## src/rtl/mcid_pkg.sv

```systemverilog
// Shared types, widths and register indexes for the multi-channel input debouncer.
package mcid_pkg;

	localparam int NUM_CH_MAX = 4;
	localparam int TIMER_W    = 15;
	localparam int CFG_IDX_W  = 3;
	localparam int CFG_DATA_W = 15;

	localparam logic [TIMER_W-1:0] TIMER_MAX  = '1;
	localparam logic [TIMER_W-1:0] HOLD_RESET = TIMER_W'(1);

	// register indexes on the config port
	localparam logic [CFG_IDX_W-1:0] REG_CONNECTED = 3'd0;
	localparam logic [CFG_IDX_W-1:0] REG_INVERT    = 3'd1;
	localparam logic [CFG_IDX_W-1:0] REG_HOLD_BASE = 3'd2;

	// per-lane status toward the merge stage
	typedef struct packed {
		logic stable;     // debounced state before this tick
		logic next_state; // debounced state after this tick
		logic changed;    // flipped on this tick
	} lane_res_t;

	// one result item
	typedef struct packed {
		logic [NUM_CH_MAX-1:0] debounced_states;
		logic [NUM_CH_MAX-1:0] changed_flags;
	} result_t;

endpackage

```

## src/rtl/mcid_lane.sv

```systemverilog
// One debounce lane: debounced state, mismatch timer, saturating add and hold compare.
module mcid_lane
	import mcid_pkg::*;
(
	input  logic               clk,
	input  logic               arst_n,
	input  logic               accept,
	input  logic [TIMER_W-1:0] tick_delta,
	input  logic               raw_bit,
	input  logic               connected,
	input  logic               invert,
	input  logic [TIMER_W-1:0] hold_time,
	output lane_res_t          res
);

	logic               stable_q;
	logic [TIMER_W-1:0] timer_q;
	logic               level;
	logic               mismatch;
	logic [TIMER_W:0]   sum_full;
	logic [TIMER_W-1:0] sum_sat;
	logic               reached;

	assign level    = connected & (raw_bit ^ invert);
	assign mismatch = level != stable_q;
	assign sum_full = {1'b0, timer_q} + {1'b0, tick_delta};
	assign sum_sat  = sum_full[TIMER_W] ? TIMER_MAX : sum_full[TIMER_W-1:0];
	assign reached  = sum_sat >= hold_time;

	assign res.stable     = stable_q;
	assign res.changed    = mismatch & reached;
	assign res.next_state = (mismatch & reached) ? level : stable_q;

	always_ff @(posedge clk or negedge arst_n) begin
		if (!arst_n) begin
			stable_q <= 1'b0;
			timer_q  <= '0;
		end else if (accept) begin
			stable_q <= res.next_state;
			if (mismatch && !reached) begin
				timer_q <= sum_sat;
			end else begin
				timer_q <= '0;
			end
		end
	end

endmodule

```

## src/rtl/mcid_merge.sv

```systemverilog
// Merge stage: collects lane results into a two-entry output queue (output reg plus skid).
module mcid_merge
	import mcid_pkg::*;
(
	input  logic    clk,
	input  logic    arst_n,
	input  logic    push,
	input  result_t push_data,
	output logic    full,
	output logic    res_valid,
	input  logic    res_stall,
	output result_t res_data
);

	logic    head_valid_q;
	logic    skid_valid_q;
	result_t head_q;
	result_t skid_q;
	logic    take;

	assign take      = head_valid_q & ~res_stall;
	assign full      = skid_valid_q;
	assign res_valid = head_valid_q;
	assign res_data  = head_q;

	always_ff @(posedge clk or negedge arst_n) begin
		if (!arst_n) begin
			head_valid_q <= 1'b0;
			skid_valid_q <= 1'b0;
		end else if (take) begin
			if (skid_valid_q) begin
				skid_valid_q <= 1'b0;
			end else if (!push) begin
				head_valid_q <= 1'b0;
			end
		end else if (push) begin
			if (!head_valid_q) begin
				head_valid_q <= 1'b1;
			end else begin
				skid_valid_q <= 1'b1;
			end
		end
	end

	always_ff @(posedge clk) begin
		if (take) begin
			if (skid_valid_q) begin
				head_q <= skid_q;
			end else if (push) begin
				head_q <= push_data;
			end
		end else if (push) begin
			if (!head_valid_q) begin
				head_q <= push_data;
			end else begin
				skid_q <= push_data;
			end
		end
	end

endmodule

```

## src/rtl/multi_channel_input_debouncer.sv

```systemverilog
// Top level of the multi-channel input debouncer: config regs, lanes, merge queue.
// The result item of an accepted tick is registered into the output queue, behind any item still held.
// Throughput: one tick per cycle while tick_stall is low; each lane does one saturating add and one compare.
// A two-entry output queue lets one more tick in while a result waits; tick_stall
// rises only when both entries hold items.
// Reset (arst_n low, async): states off, timers zero, masks zero, hold times one, queue empty.
module multi_channel_input_debouncer
	import mcid_pkg::*;
#(
	parameter int CHANNELS = NUM_CH_MAX
) (
	input  logic                  clk,
	input  logic                  arst_n,
	// config write port
	input  logic                  cfg_we,
	input  logic [CFG_IDX_W-1:0]  cfg_index,
	input  logic [CFG_DATA_W-1:0] cfg_data,
	// tick channel
	input  logic                  tick_valid,
	output logic                  tick_stall,
	input  logic [TIMER_W-1:0]    tick_delta,
	input  logic [NUM_CH_MAX-1:0] raw_levels,
	// result channel
	output logic                  res_valid,
	input  logic                  res_stall,
	output logic [NUM_CH_MAX-1:0] debounced_states,
	output logic [NUM_CH_MAX-1:0] changed_flags
);

	logic [NUM_CH_MAX-1:0] connected_mask_q;
	logic [NUM_CH_MAX-1:0] invert_mask_q;
	logic [TIMER_W-1:0]    hold_time_q [CHANNELS];

	logic                  accept;
	lane_res_t             lane_res [CHANNELS];
	logic [NUM_CH_MAX-1:0] stable_vec;
	logic [NUM_CH_MAX-1:0] next_vec;
	logic [NUM_CH_MAX-1:0] chg_vec;
	result_t               push_data;
	result_t               res_data;

	assign accept = tick_valid & ~tick_stall;

	// mask registers; bits above the lane count are never read
	always_ff @(posedge clk or negedge arst_n) begin
		if (!arst_n) begin
			connected_mask_q <= '0;
			invert_mask_q    <= '0;
		end else if (cfg_we) begin
			if (cfg_index == REG_CONNECTED) begin
				connected_mask_q <= cfg_data[NUM_CH_MAX-1:0];
			end
			if (cfg_index == REG_INVERT) begin
				invert_mask_q <= cfg_data[NUM_CH_MAX-1:0];
			end
		end
	end

	// one lane per channel; hold time lives next to its lane
	for (genvar c = 0; c < CHANNELS; c++) begin : g_lane
		always_ff @(posedge clk or negedge arst_n) begin
			if (!arst_n) begin
				hold_time_q[c] <= HOLD_RESET;
			end else if (cfg_we && cfg_index == (REG_HOLD_BASE + CFG_IDX_W'(c))) begin
				hold_time_q[c] <= cfg_data[TIMER_W-1:0];
			end
		end

		mcid_lane u_lane (
			.clk        (clk),
			.arst_n     (arst_n),
			.accept     (accept),
			.tick_delta (tick_delta),
			.raw_bit    (raw_levels[c]),
			.connected  (connected_mask_q[c]),
			.invert     (invert_mask_q[c]),
			.hold_time  (hold_time_q[c]),
			.res        (lane_res[c])
		);
	end

	// gather lane outputs; unused channels report zero
	always_comb begin
		stable_vec = '0;
		next_vec   = '0;
		chg_vec    = '0;
		for (int c = 0; c < CHANNELS; c++) begin
			stable_vec[c] = lane_res[c].stable;
			next_vec[c]   = lane_res[c].next_state;
			chg_vec[c]    = lane_res[c].changed;
		end
	end

	assign push_data.debounced_states = next_vec;
	assign push_data.changed_flags    = chg_vec;

	mcid_merge u_merge (
		.clk       (clk),
		.arst_n    (arst_n),
		.push      (accept),
		.push_data (push_data),
		.full      (tick_stall),
		.res_valid (res_valid),
		.res_stall (res_stall),
		.res_data  (res_data)
	);

	assign debounced_states = res_data.debounced_states;
	assign changed_flags    = res_data.changed_flags;

	// a flip reported on a tick shows up in the lane state on the next cycle
	a_flip_tracks: assert property (@(posedge clk) disable iff (!arst_n)
		($past(accept) && $past(arst_n)) |-> (stable_vec == ($past(stable_vec) ^ $past(chg_vec))))
		else $error("lane state does not match reported flips");

	// lanes hold their state between ticks
	a_state_hold: assert property (@(posedge clk) disable iff (!arst_n)
		(!$past(accept) && $past(arst_n)) |-> $stable(stable_vec))
		else $error("lane state moved without a tick");

	// an accepted tick always leaves a result pending
	a_result_pending: assert property (@(posedge clk) disable iff (!arst_n)
		accept |=> res_valid)
		else $error("accepted tick produced no result");

	// a flip only goes toward the new state
	a_flip_target: assert property (@(posedge clk) disable iff (!arst_n)
		accept |-> ((next_vec & chg_vec) == (~stable_vec & chg_vec)))
		else $error("changed flag set without state flip");

endmodule

```

## config.mk

```make
export PLATFORM = sky130hd
export DESIGN_NAME = multi_channel_input_debouncer
export DESIGN_NICKNAME = d
export VERILOG_FILES = /design/src/rtl/mcid_pkg.sv /design/src/rtl/mcid_lane.sv /design/src/rtl/mcid_merge.sv /design/src/rtl/multi_channel_input_debouncer.sv
export SDC_FILE = /design/constraint.sdc
export NUM_CORES = 1
export LEC_CHECK = 0
export ABC_AREA = 1
export BUFFER_PORTS_ARGS = -buffer_cell sky130_fd_sc_hd__buf_4
export CAP_MARGIN = 20
export CORE_UTILIZATION = 60
export CTS_CLUSTER_DIAMETER = 50
export DETAILED_ROUTE_END_ITERATION = 12
export GPL_ROUTABILITY_DRIVEN = 0
export PLACE_DENSITY = 0.86
export SLEW_MARGIN = 20
export SYNTH_ARGS = -nofsm -noshare
export SYNTH_HDL_FRONTEND = slang
export SYNTH_SLANG_ARGS = --single-unit
```

## constraint.sdc

```tcl
create_clock -name clk -period 4.65 [get_ports clk]
set_input_delay 0.2325 -clock clk [delete_from_list [all_inputs] [get_ports clk]]
set_output_delay 0.2325 -clock clk [all_outputs]
set_load 0.01 [all_outputs]
```

# After elaboration in Yosys (flattened, before gate mapping)
# Index checks and enable logic that the tools add are counted.
[totals] ramBits=0 wordCells=103 ff_bits=150 in_bits=42 rom_bits=0 mem_count=0 out_inout_bits=10 latchBits=0
[op_classes] addsub=4 muxes=24 n_lt_le_gt_ge=4 shift=0 reduce_logical=22 n_eq_ne=12 div=0 bitwise_logic=17 multipliers=0
[op_table] cell="2-to-1 mux 15 bit" count=8
[op_table] cell="adder 15 x 15 -> 16 bit" count=4
[op_table] cell=">= comparator 15 bit" count=4
[op_table] cell="2-to-1 mux 8 bit" count=5
[op_table] cell="2-to-1 mux 1 bit" count=11
[op_table] cell="bitwise AND 1 bit" count=10
[op_table] cell="AND reduction 3 bit" count=3
[op_table] cell="logical AND 1 bit" count=8
[op_table] cell="equality test 3 x 2 -> 1 bit (second input constant)" count=2
[op_table] cell="equality test 3 bit (second input constant)" count=2
[op_table] cell="inequality test 2 bit (second input constant)" count=3
[op_table] cell="AND reduction 2 bit" count=3
[op_table] cell="nonzero test 2 bit" count=3
[op_table] cell="zero test 1 bit" count=4
[op_table] cell="inequality test 1 bit" count=4
[op_table] cell="bitwise XOR 1 bit" count=4
[op_table] cell="equality test 3 x 1 -> 1 bit (second input constant)" count=1
[op_table] cell="zero test 3 bit" count=1
[op_table] cell="inverter 1 bit" count=3

# Depth between registers and ports, before layout
# Gate-level depths: netlist of the first run.
[depth] ltp_word=8 mapped_depth=22 ltp_nobuf=20

# By module
# Synthesis of the first run repeated with hierarchy kept, for this count alone.
[unflattened] hier_cells=1773 area_unflattened_um2=12597.1
[modules_own_cells] module="mcid_lane at g_lane[0].u_lane ..." seq_area_each_um2=400.4 n_inst=3 cells_per_inst=349 area_each_um2=2298.5
[modules_own_cells] module="multi_channel_input_debouncer" seq_area_each_um2=1706.6 n_inst=1 cells_per_inst=308 area_each_um2=2707.6
[modules_own_cells] module="mcid_lane at g_lane[3].u_lane" seq_area_each_um2=400.4 n_inst=1 cells_per_inst=358 area_each_um2=2270.9
[modules_own_cells] module="mcid_merge" seq_area_each_um2=530.5 n_inst=1 cells_per_inst=60 area_each_um2=723.2

# Worst setup path before layout of the first run
# OpenSTA, ideal clock, no wires.
[synth_timing] kind="flip-flop to flip-flop" startpoint="register g_lane[1].u_lane.timer_q[0]" endpoint="register u_merge.skid_q[5] in the netlist's numbering (data pin)" path_stages_with_launch=20 setup_time_ns=0.255 arrival_time_ns=2.544 slack_ns=1.851 path_buffers=0 period_less_slack_ns=2.799 required_ns=4.395 path_cell_list="dfrtp_1 ha_1 fa_1 nand2_1 nand2_1 nand3b_1 nand2_1 nand2_1 nand2_1 nand2_1 nand3_1 ha_1 nand2_1 nor2_1 nand2_1 nor2_1 nand2_1 nand3_1 nand2_1 and2_1"
[synth_lines] element="start: declaration" line_no="mcid_lane.sv:17" source="logic [TIMER_W-1:0] timer_q;"
[synth_lines] element="start signal: assignment" line_no="mcid_lane.sv:41" source="timer_q <= sum_sat;"
[synth_lines] element="end signal: assignment" line_no="mcid_merge.sv:56" source="skid_q <= push_data;"
[synth_lines] element="end: declaration" line_no="mcid_merge.sv:18" source="result_t skid_q;"

# Worst setup path after layout of the first run
[layout_timing] startpoint="register g_lane[1].u_lane.timer_q[10]" endpoint="register g_lane[1].u_lane.timer_q[13]"
[layout_via] elab_chain_cells=6
[layout_rtl] element="adder 15 x 15 -> 16 bit (*)" line_no="mcid_lane.sv:26" source="assign sum_full = {1'b0, timer_q} + {1'b0, tick_delta};"
[layout_rtl] element="2-to-1 mux 15 bit (*)" line_no="mcid_lane.sv:27" source="assign sum_sat = sum_full[TIMER_W] ? TIMER_MAX : sum_full[TIMER_W-1:0];"
[layout_rtl] element=">= comparator 15 bit" line_no="mcid_lane.sv:28" source="assign reached = sum_sat >= hold_time;"
[layout_rtl] element="zero test 1 bit" line_no="mcid_lane.sv:40" source="if (mismatch && !reached) begin"
[layout_rtl] element="logical AND 1 bit" line_no="mcid_lane.sv:40"
[layout_rtl] element="2-to-1 mux 15 bit (*)" line_no="mcid_lane.sv:40"
# Mark *: on every way between the ends. The rest lies on a longest branch, timed or not.
# A chain may end at the register's enable or synchronous reset.

==> results of run 1 <==
-- layer usage --
layer  GRT usage [%]  wire [um]  part of all wire [%]
met5               0          0                     0
met2            55.3      14600                    45
met3            6.87       3010                   9.3
met1            43.6      13200                    40
met4            18.5       1740                   5.4
-- layout make-up --
class | count | area, um^2 | area share [%]
multi-input combinational | 1214 | 6460 | 51.1
sequential | 150 | 3840 | 30.4
inverter | 276 | 1040 | 8.19
clock buffer | 17 | 425 | 3.36
timing repair buffer | 54 | 412 | 3.25
tap | 234 | 293 | 2.32
clock inverter | 15 | 181 | 1.43
antenna | 1 | 2.50 | 0.0198
-- Yosys cell counts --
master and count:
xor2_2 1, dfstp_2 4, and2_1 7, xnor2_1 17, nand3_2 6, buf_12 1
nand4_1 21, buf_2 1, nand2_2 10, ha_1 120, a21oi_1 47, o21ai_0 77
nor3_1 11, xor2_1 11, or2_2 1, edfxtp_1 16, fa_1 4, inv_1 274
nand2_1 677, nor2_1 86, inv_2 1, and3_1 1, o22ai_1 1, buf_4 1
dfrtp_1 130, nand3_4 5, nor2_4 4, clkinv_1 1, clkbuf_1 19, a21o_1 8
nand3b_1 9, a21oi_4 3, or2_1 1, a21oi_2 3, buf_6 6, nand3_1 83
-- placed cells by master (no fill, tap or decap), types with 3 or more instances in the layout --
| cell type | netlist | layout |
|---|---|---|
| a21oi_4 | 3 | 3 |
| nor2_4 | 4 | 4 |
| inv_1 | 274 | 274 |
| edfxtp_1 | 16 | 16 |
| clkbuf_16 | 0 | 17 |
| xor2_1 | 11 | 11 |
| dfrtp_1 | 130 | 130 |
| inv_6 | 0 | 4 |
| buf_4 | 1 | 52 |
| a21oi_1 | 47 | 47 |
| a21oi_2 | 3 | 3 |
| nand3b_1 | 9 | 9 |
| nor3_1 | 11 | 11 |
| nor2_1 | 86 | 86 |
| nand2_1 | 677 | 676 |
| and2_1 | 7 | 7 |
| nand3_1 | 83 | 83 |
| inv_8 | 0 | 6 |
| nand3_4 | 5 | 5 |
| o21ai_0 | 77 | 77 |
| dfstp_2 | 4 | 4 |
| ha_1 | 120 | 120 |
| nand2_2 | 10 | 11 |
| xnor2_1 | 17 | 17 |
| nand4_1 | 21 | 21 |
| nand3_2 | 6 | 6 |
| fa_1 | 4 | 4 |
| a21o_1 | 8 | 8 |
-- critical path: stages, from the launching register on --
cell and delay [ns]:
dfrtp_1 0.38, ha_1 0.36, nand2_1 0.10, nand2_1 0.09
inv_1 0.10, nand2_1 0.09, nand2_1 0.08, nand2_1 0.07
a21oi_2 0.52, o21ai_0 0.34, ha_1 0.40, a21oi_1 0.18
nand2_1 0.10, nand2_1 0.06, nand2_1 0.05, nand2_1 0.08
nand3_1 0.16, nor2_4 0.37, nand2_1 0.16, nand2_1 0.10
-- path summary, 6_finish.rpt --
check / slack, ns / to / cells after the start / startpoint
worst min register to register: 0.48 / g_lane[1].u_lane.stable_q / 2 / g_lane[1].u_lane.stable_q
max in group asynchronous: 3.04 / hold_time_q[30] / 3 / arst_n
min in group asynchronous: 0.47 / hold_time_q[37] / 2 / arst_n
worst max-delay path: 0.77 / g_lane[1].u_lane.timer_q[13] / 19 / g_lane[1].u_lane.timer_q[10]
worst min-delay path: 0.06 / u_merge.res_valid / 3 / res_stall
worst max register to register: 0.77 / g_lane[1].u_lane.timer_q[13] / 19 / g_lane[1].u_lane.timer_q[10]
-- metrics by stage --
stage / instance area, um^2 / power (mW) / setup slack (ns) / utilization, %
2_1_floorplan: 11500 / 5.66 / 1.85 / -
3_3_place_gp: 12000 / 6.65 / 1.01 / 64.1
3_5_place_dp: 12000 / 6.85 / 0.925 / 64.1
4_1_cts: 12600 / 8.38 / 0.940 / 67.4
5_1_grt: 12600 / 9.16 / 0.616 / 67.4
6_report: 12600 / 8.48 / 0.772 / 67.4
-- cell families after synthesis --
group                      synth area share, %
and+or+nand+nor                           33.5
buffers and inverters                     10.5
DFF                                       33.4
AOI/OAI and AO/OA                         6.62
adders and majority gates                 13.7
xor gates and xnor gates                  2.27
-- repair_timing --
item | in CTS | in global routing
gates resized for setup | 0 | 0
setup buffers | 0 | 0
hold buffers | 1 | 0
endpoints found under the hold margin | 96 | 0
-- power groups by stage --
| stage | combinational (mW) | sequential, mW | clock, mW |
|---|---|---|---|
| finish | 5.00 | 2.01 | 1.46 |
| CTS | 4.91 | 2.01 | 1.46 |
| global placement | 4.65 | 2.01 | 0 |
| global route | 5.59 | 2.05 | 1.52 |
| detailed placement | 4.82 | 2.02 | 0 |
| floorplan | 3.68 | 1.98 | 0 |
-- state kept, by name, summed over array words and instances (netlist names) --
register / cells
u_merge.res_data: 8
g_lane.u_lane.timer_q: 60
hold_time_q: 60
u_merge.skid_q: 8
u_merge.full: 1
g_lane.u_lane.stable_q: 4
connected_mask_q: 4
invert_mask_q: 4
u_merge.res_valid: 1
==> run_results.csv, run 1 <==
group,metric,value,unit
power_and_ir_drop,power.density,670,mW/mm^2
power_and_ir_drop,combPwrFrac,59.0,%
yosys,ys_warn_count,0,
clock_tree,max-clock-path-buffers,2,
yosys,synthDistinctLibCells,36,
global_routing,antenna_found_initial,0,
power_and_ir_drop,seq_power_share,23.7,%
outcome,status,"finished clean",
sta,timing.final.crit_period,3.88,ns
worst_setup_path,critPathKind,"reg2reg",
final_layout,fillers,1516,
yosys,synth_cells,1668,
final_layout,drive_above_1_share,7.13,%
sta,fin_crit_sh,83.4,%
clock_tree,htree_levels,4,
global_routing,gr-total-overflow,0,
yosys,ys_seq_area_share,33.4,%
sta,holdWs,0.0647,ns
clock_tree,clock_sinks,150,
final_layout,syn_to_final_growth,9.95,%
sta,fmax,258,MHz
global_routing,track_usage,34.3,%
routing,vias,11100,
sta,relSlewSlack,32.5,%
routing,antenna_left,0,
floorplanning,die_w,140,um
yosys,syn_nets,1834,
floorplanning,start_util,61.3,%
routing,routed_wl,32.5,mm
power_and_ir_drop,p_leak,7.42,nW
clock_tree,clk_latency,0.44,ns
floorplanning,rows,50,
sta,drv_slew,0,
worst_setup_path,cp-start-kind,"flip-flop",
global_routing,grt_max_degree,101,
worst_setup_path,cp.arrival,4.24,ns
routing,via_per_inst,5.64,
routing,first_pass_iters,7,
floorplanning,core-area,0.0188,mm^2
floorplanning,die_h,140,um
yosys,ys_ff_latch,150,
placement,place_inst,1927,
placement,hpwl,23.6,mm
sta,rsz0062_at_grt,"no",
flow_run,cap_violations,0,
yosys,synth_top_area_cell,"dfrtp_1",
final_layout,nNetsFinal,1879,
power_and_ir_drop,p_switching,4.09,mW
worst_hold_path,hold_class,"in2reg",
routing,wl_per_cell,16.6,um
placement,port_buffers,51,
clock_tree,cts_made_buffers,17,
final_layout,stdcell_count,1961,
yosys,synth_area,0.0115,mm^2
yosys,synth_top_area_share,28.3,%
power_and_ir_drop,switching_share,48.2,%
routing,drt_iter0_markers,1103,
sta,clock_skew,0.0143,ns
floorplanning,io_pins,52,
yosys,synthTopCellsByArea,"dfrtp_1 28%, nand2_1 22%, ha_1 13%, inv_1 8.9%, edfxtp_1 4.2%",
sta,finalSetupViolations,0,
clock_tree,cts_tree,"done",
global_routing,first_global_vias,10600,
clock_tree,cts_root_buf,"clkbuf_16",
power_and_ir_drop,ir_drop,0.000432,V
sta,worst_slew_pin_slew,1.01,ns
floorplanning,fp.dieArea,0.0197,mm^2
worst_setup_path,cp_max_fo,15,
sta,hold_violations,0,
sta,finalSetupTns,0,ns
worst_setup_path,cp.required,5.02,ns
yosys,syn_area_per_cell,6.90,um^2
worst_setup_path,crit_path_end_kind,"flip-flop",
power_and_ir_drop,p_clk_share,17.2,%
global_routing,grt_pass1_wl,51.9,mm
routing,drcViolationCount,0,
clock_tree,path_clk_slew,0.07,ns
power_and_ir_drop,internal_power,4.39,mW
Note: power is estimated with default switching activity, not from simulation.
==> run 2: changes to the inputs <==
==> constraint.sdc (replaced) <==
create_clock -name clk -period 3.8 [get_ports clk]
set_input_delay 0.19 -clock clk [delete_from_list [all_inputs] [get_ports clk]]
set_output_delay 0.19 -clock clk [all_outputs]
set_load 0.01 [all_outputs]
==> run_results.csv, run 2 (synthesis gave the netlist of run 1 again) <==
group,metric,value,unit
global_routing,grt_max_degree,92,
routing,via_per_inst,5.56,
routing,drt_iter0_markers,1138,
sta,drv_slew,0,
final_layout,nNetsFinal,1882,
power_and_ir_drop,power.density,818,mW/mm^2
global_routing,first_global_vias,10300,
global_routing,antenna_found_initial,1,
floorplanning,start_util,61.3,%
final_layout,layout_commonest_cell,"nand2_1",
worst_setup_path,cpMaxStageDelayCell,"a21oi_4",
floorplanning,io_pins,52,
sta,relSlewSlack,36.1,%
final_layout,drive_above_1_share,7.23,%
placement,place_inst,1930,
final_layout,top_regs,"g_lane.u_lane.timer_q (60), hold_time_q (60)",
routing,vias,10900,
floorplanning,die_w,140,um
clock_tree,cts_made_buffers,17,
worst_setup_path,crit_path_end_kind,"flip-flop",
clock_tree,clock_sinks,150,
routing,routed_wl,32.6,mm
floorplanning,core-area,0.0188,mm^2
final_layout,diodes,0,
sta,timing.final.crit_period,3.58,ns
flow_run,cap_violations,0,
global_routing,track_usage,34.5,%
worst_setup_path,cp.arrival,3.95,ns
final_layout,postLayoutCoreUtil,67.4,%
worst_setup_path,critPathKind,"reg2reg",
sta,fin_crit_sh,94.2,%
worst_setup_path,cpMostUsedCell,"nand2_1",
final_layout,final_cell_mix,"676 x nand2_1, 274 x inv_1, 130 x dfrtp_1",
outcome,status,"finished clean",
routing,drcViolationCount,0,
clock_tree,cts_tree,"done",
routing,antenna_left,0,
worst_setup_path,cp-start-kind,"flip-flop",
global_routing,grt_pass1_wl,51.9,mm
worst_setup_path,max_stage_delay,0.40,ns
clock_tree,htree_levels,4,
power_and_ir_drop,p_leak,7.42,nW
power_and_ir_drop,ir_drop,0.000549,V
floorplanning,rows,50,
final_layout,syn_to_final_growth,9.99,%
routing,first_pass_iters,7,
floorplanning,fp.dieArea,0.0197,mm^2
worst_setup_path,cp_max_fo,15,
routing,wl_per_cell,16.6,um
worst_hold_path,hold_class,"in2reg",
worst_setup_path,cp_cell_sequence,"ha_1, a21oi_1, nor2_1, nor2_1, nand2_1, a21oi_4, nand3_1, ha_1, nand2_1, nand2_1, nand2_1, nand2_1, a21oi_1, nand3_1, nor2_4, nand2_1, nand2_1",
sta,hold_violations,0,
final_layout,stdcell_count,1963,
clock_tree,cts_setup_buffers,0,
placement,port_buffers,51,
sta,clock_skew,0.00836,ns
placement,hpwl,23.6,mm
sta,finalSetupViolations,0,
sta,worst_slack,0.221,ns
sta,finalSetupTns,0,ns
sta,rsz0062_at_grt,"no",
clock_tree,clk_latency,0.44,ns
clock_tree,cts_root_buf,"clkbuf_16",
clock_tree,max-clock-path-buffers,2,
clock_tree,path_clk_slew,0.06,ns
sta,fmax,279,MHz
global_routing,gr-total-overflow,0,
floorplanning,die_h,140,um
worst_setup_path,cp.required,4.17,ns
placement,dp_slack,0.333,ns
sta,worst_slew_pin_slew,0.956,ns
sta,holdWs,0.0345,ns
[run 2: changes by cell type in the layout (fill, tap and decap cells not counted), sizes merged]
cell / before / now
clkbuf: 17 / 20
inv: 285 / 280
clkinv: 2 / 4
diode: 1 / 0
buf: 53 / 56
[run 2: final cells by class]
class                   count  area [um^2]
repair buffers             57          434
inverters                 276         1040
multi-input cells        1214         6460
flip-flops and latches    150         3840
clock inverters            12          144
well taps                 234          293
fillers                  1562         6120
clock buffers              20          447
[run 2: final timing paths]
kind / cells after the start / endpoint / slack (ns) / startpoint
hold reg to reg: 2 / g_lane[3].u_lane.timer_q[10] / 0.49 / g_lane[3].u_lane.timer_q[10]
hold / removal: 3 / u_merge.full / 0.03 / res_stall
setup reg to reg: 17 / g_lane[0].u_lane.timer_q[6] / 0.22 / g_lane[0].u_lane.timer_q[12]
setup / recovery: 17 / g_lane[0].u_lane.timer_q[6] / 0.22 / g_lane[0].u_lane.timer_q[12]
min in group asynchronous: 2 / hold_time_q[39] / 0.40 / arst_n
max in group asynchronous: 3 / hold_time_q[45] / 2.48 / arst_n
[run 2: power breakdown]
group	switching [mW]	internal, mW
sequential	0.294	2.17
combinational	3.94	2.21
clock	0.741	0.998
total	4.97	5.38
[run 2: routing by layer]
metal  wire length, um  track usage [%]  vias up
met2             14600             54.2      509
met4              1770             18.4        0
li1                  -                -     5289
met5                 0                0        -
met3              3020             7.38      117
met1             13300             44.8     4991
[run 2: worst max-delay path: cells and delay by family (launching register included)]
kind | cells | cell delay [ns]
simple gates | 12 | 1.53
compound gates | 3 | 0.84
fa+ha+maj | 2 | 0.77
flops | 1 | 0.39
[run 2: repair_timing]
action	CTS	global route
resized for setup	0	0
hold buffers	1	0
hold endpoints to repair	87	0
[run 2: stage by stage]
stage	area (um^2)	power, mW
4_1_cts	12700	10.3
3_3_place_gp	12100	8.21
2_1_floorplan	11500	6.92
3_5_place_dp	12100	8.39
5_1_grt	12700	11.2
6_report	12700	10.4
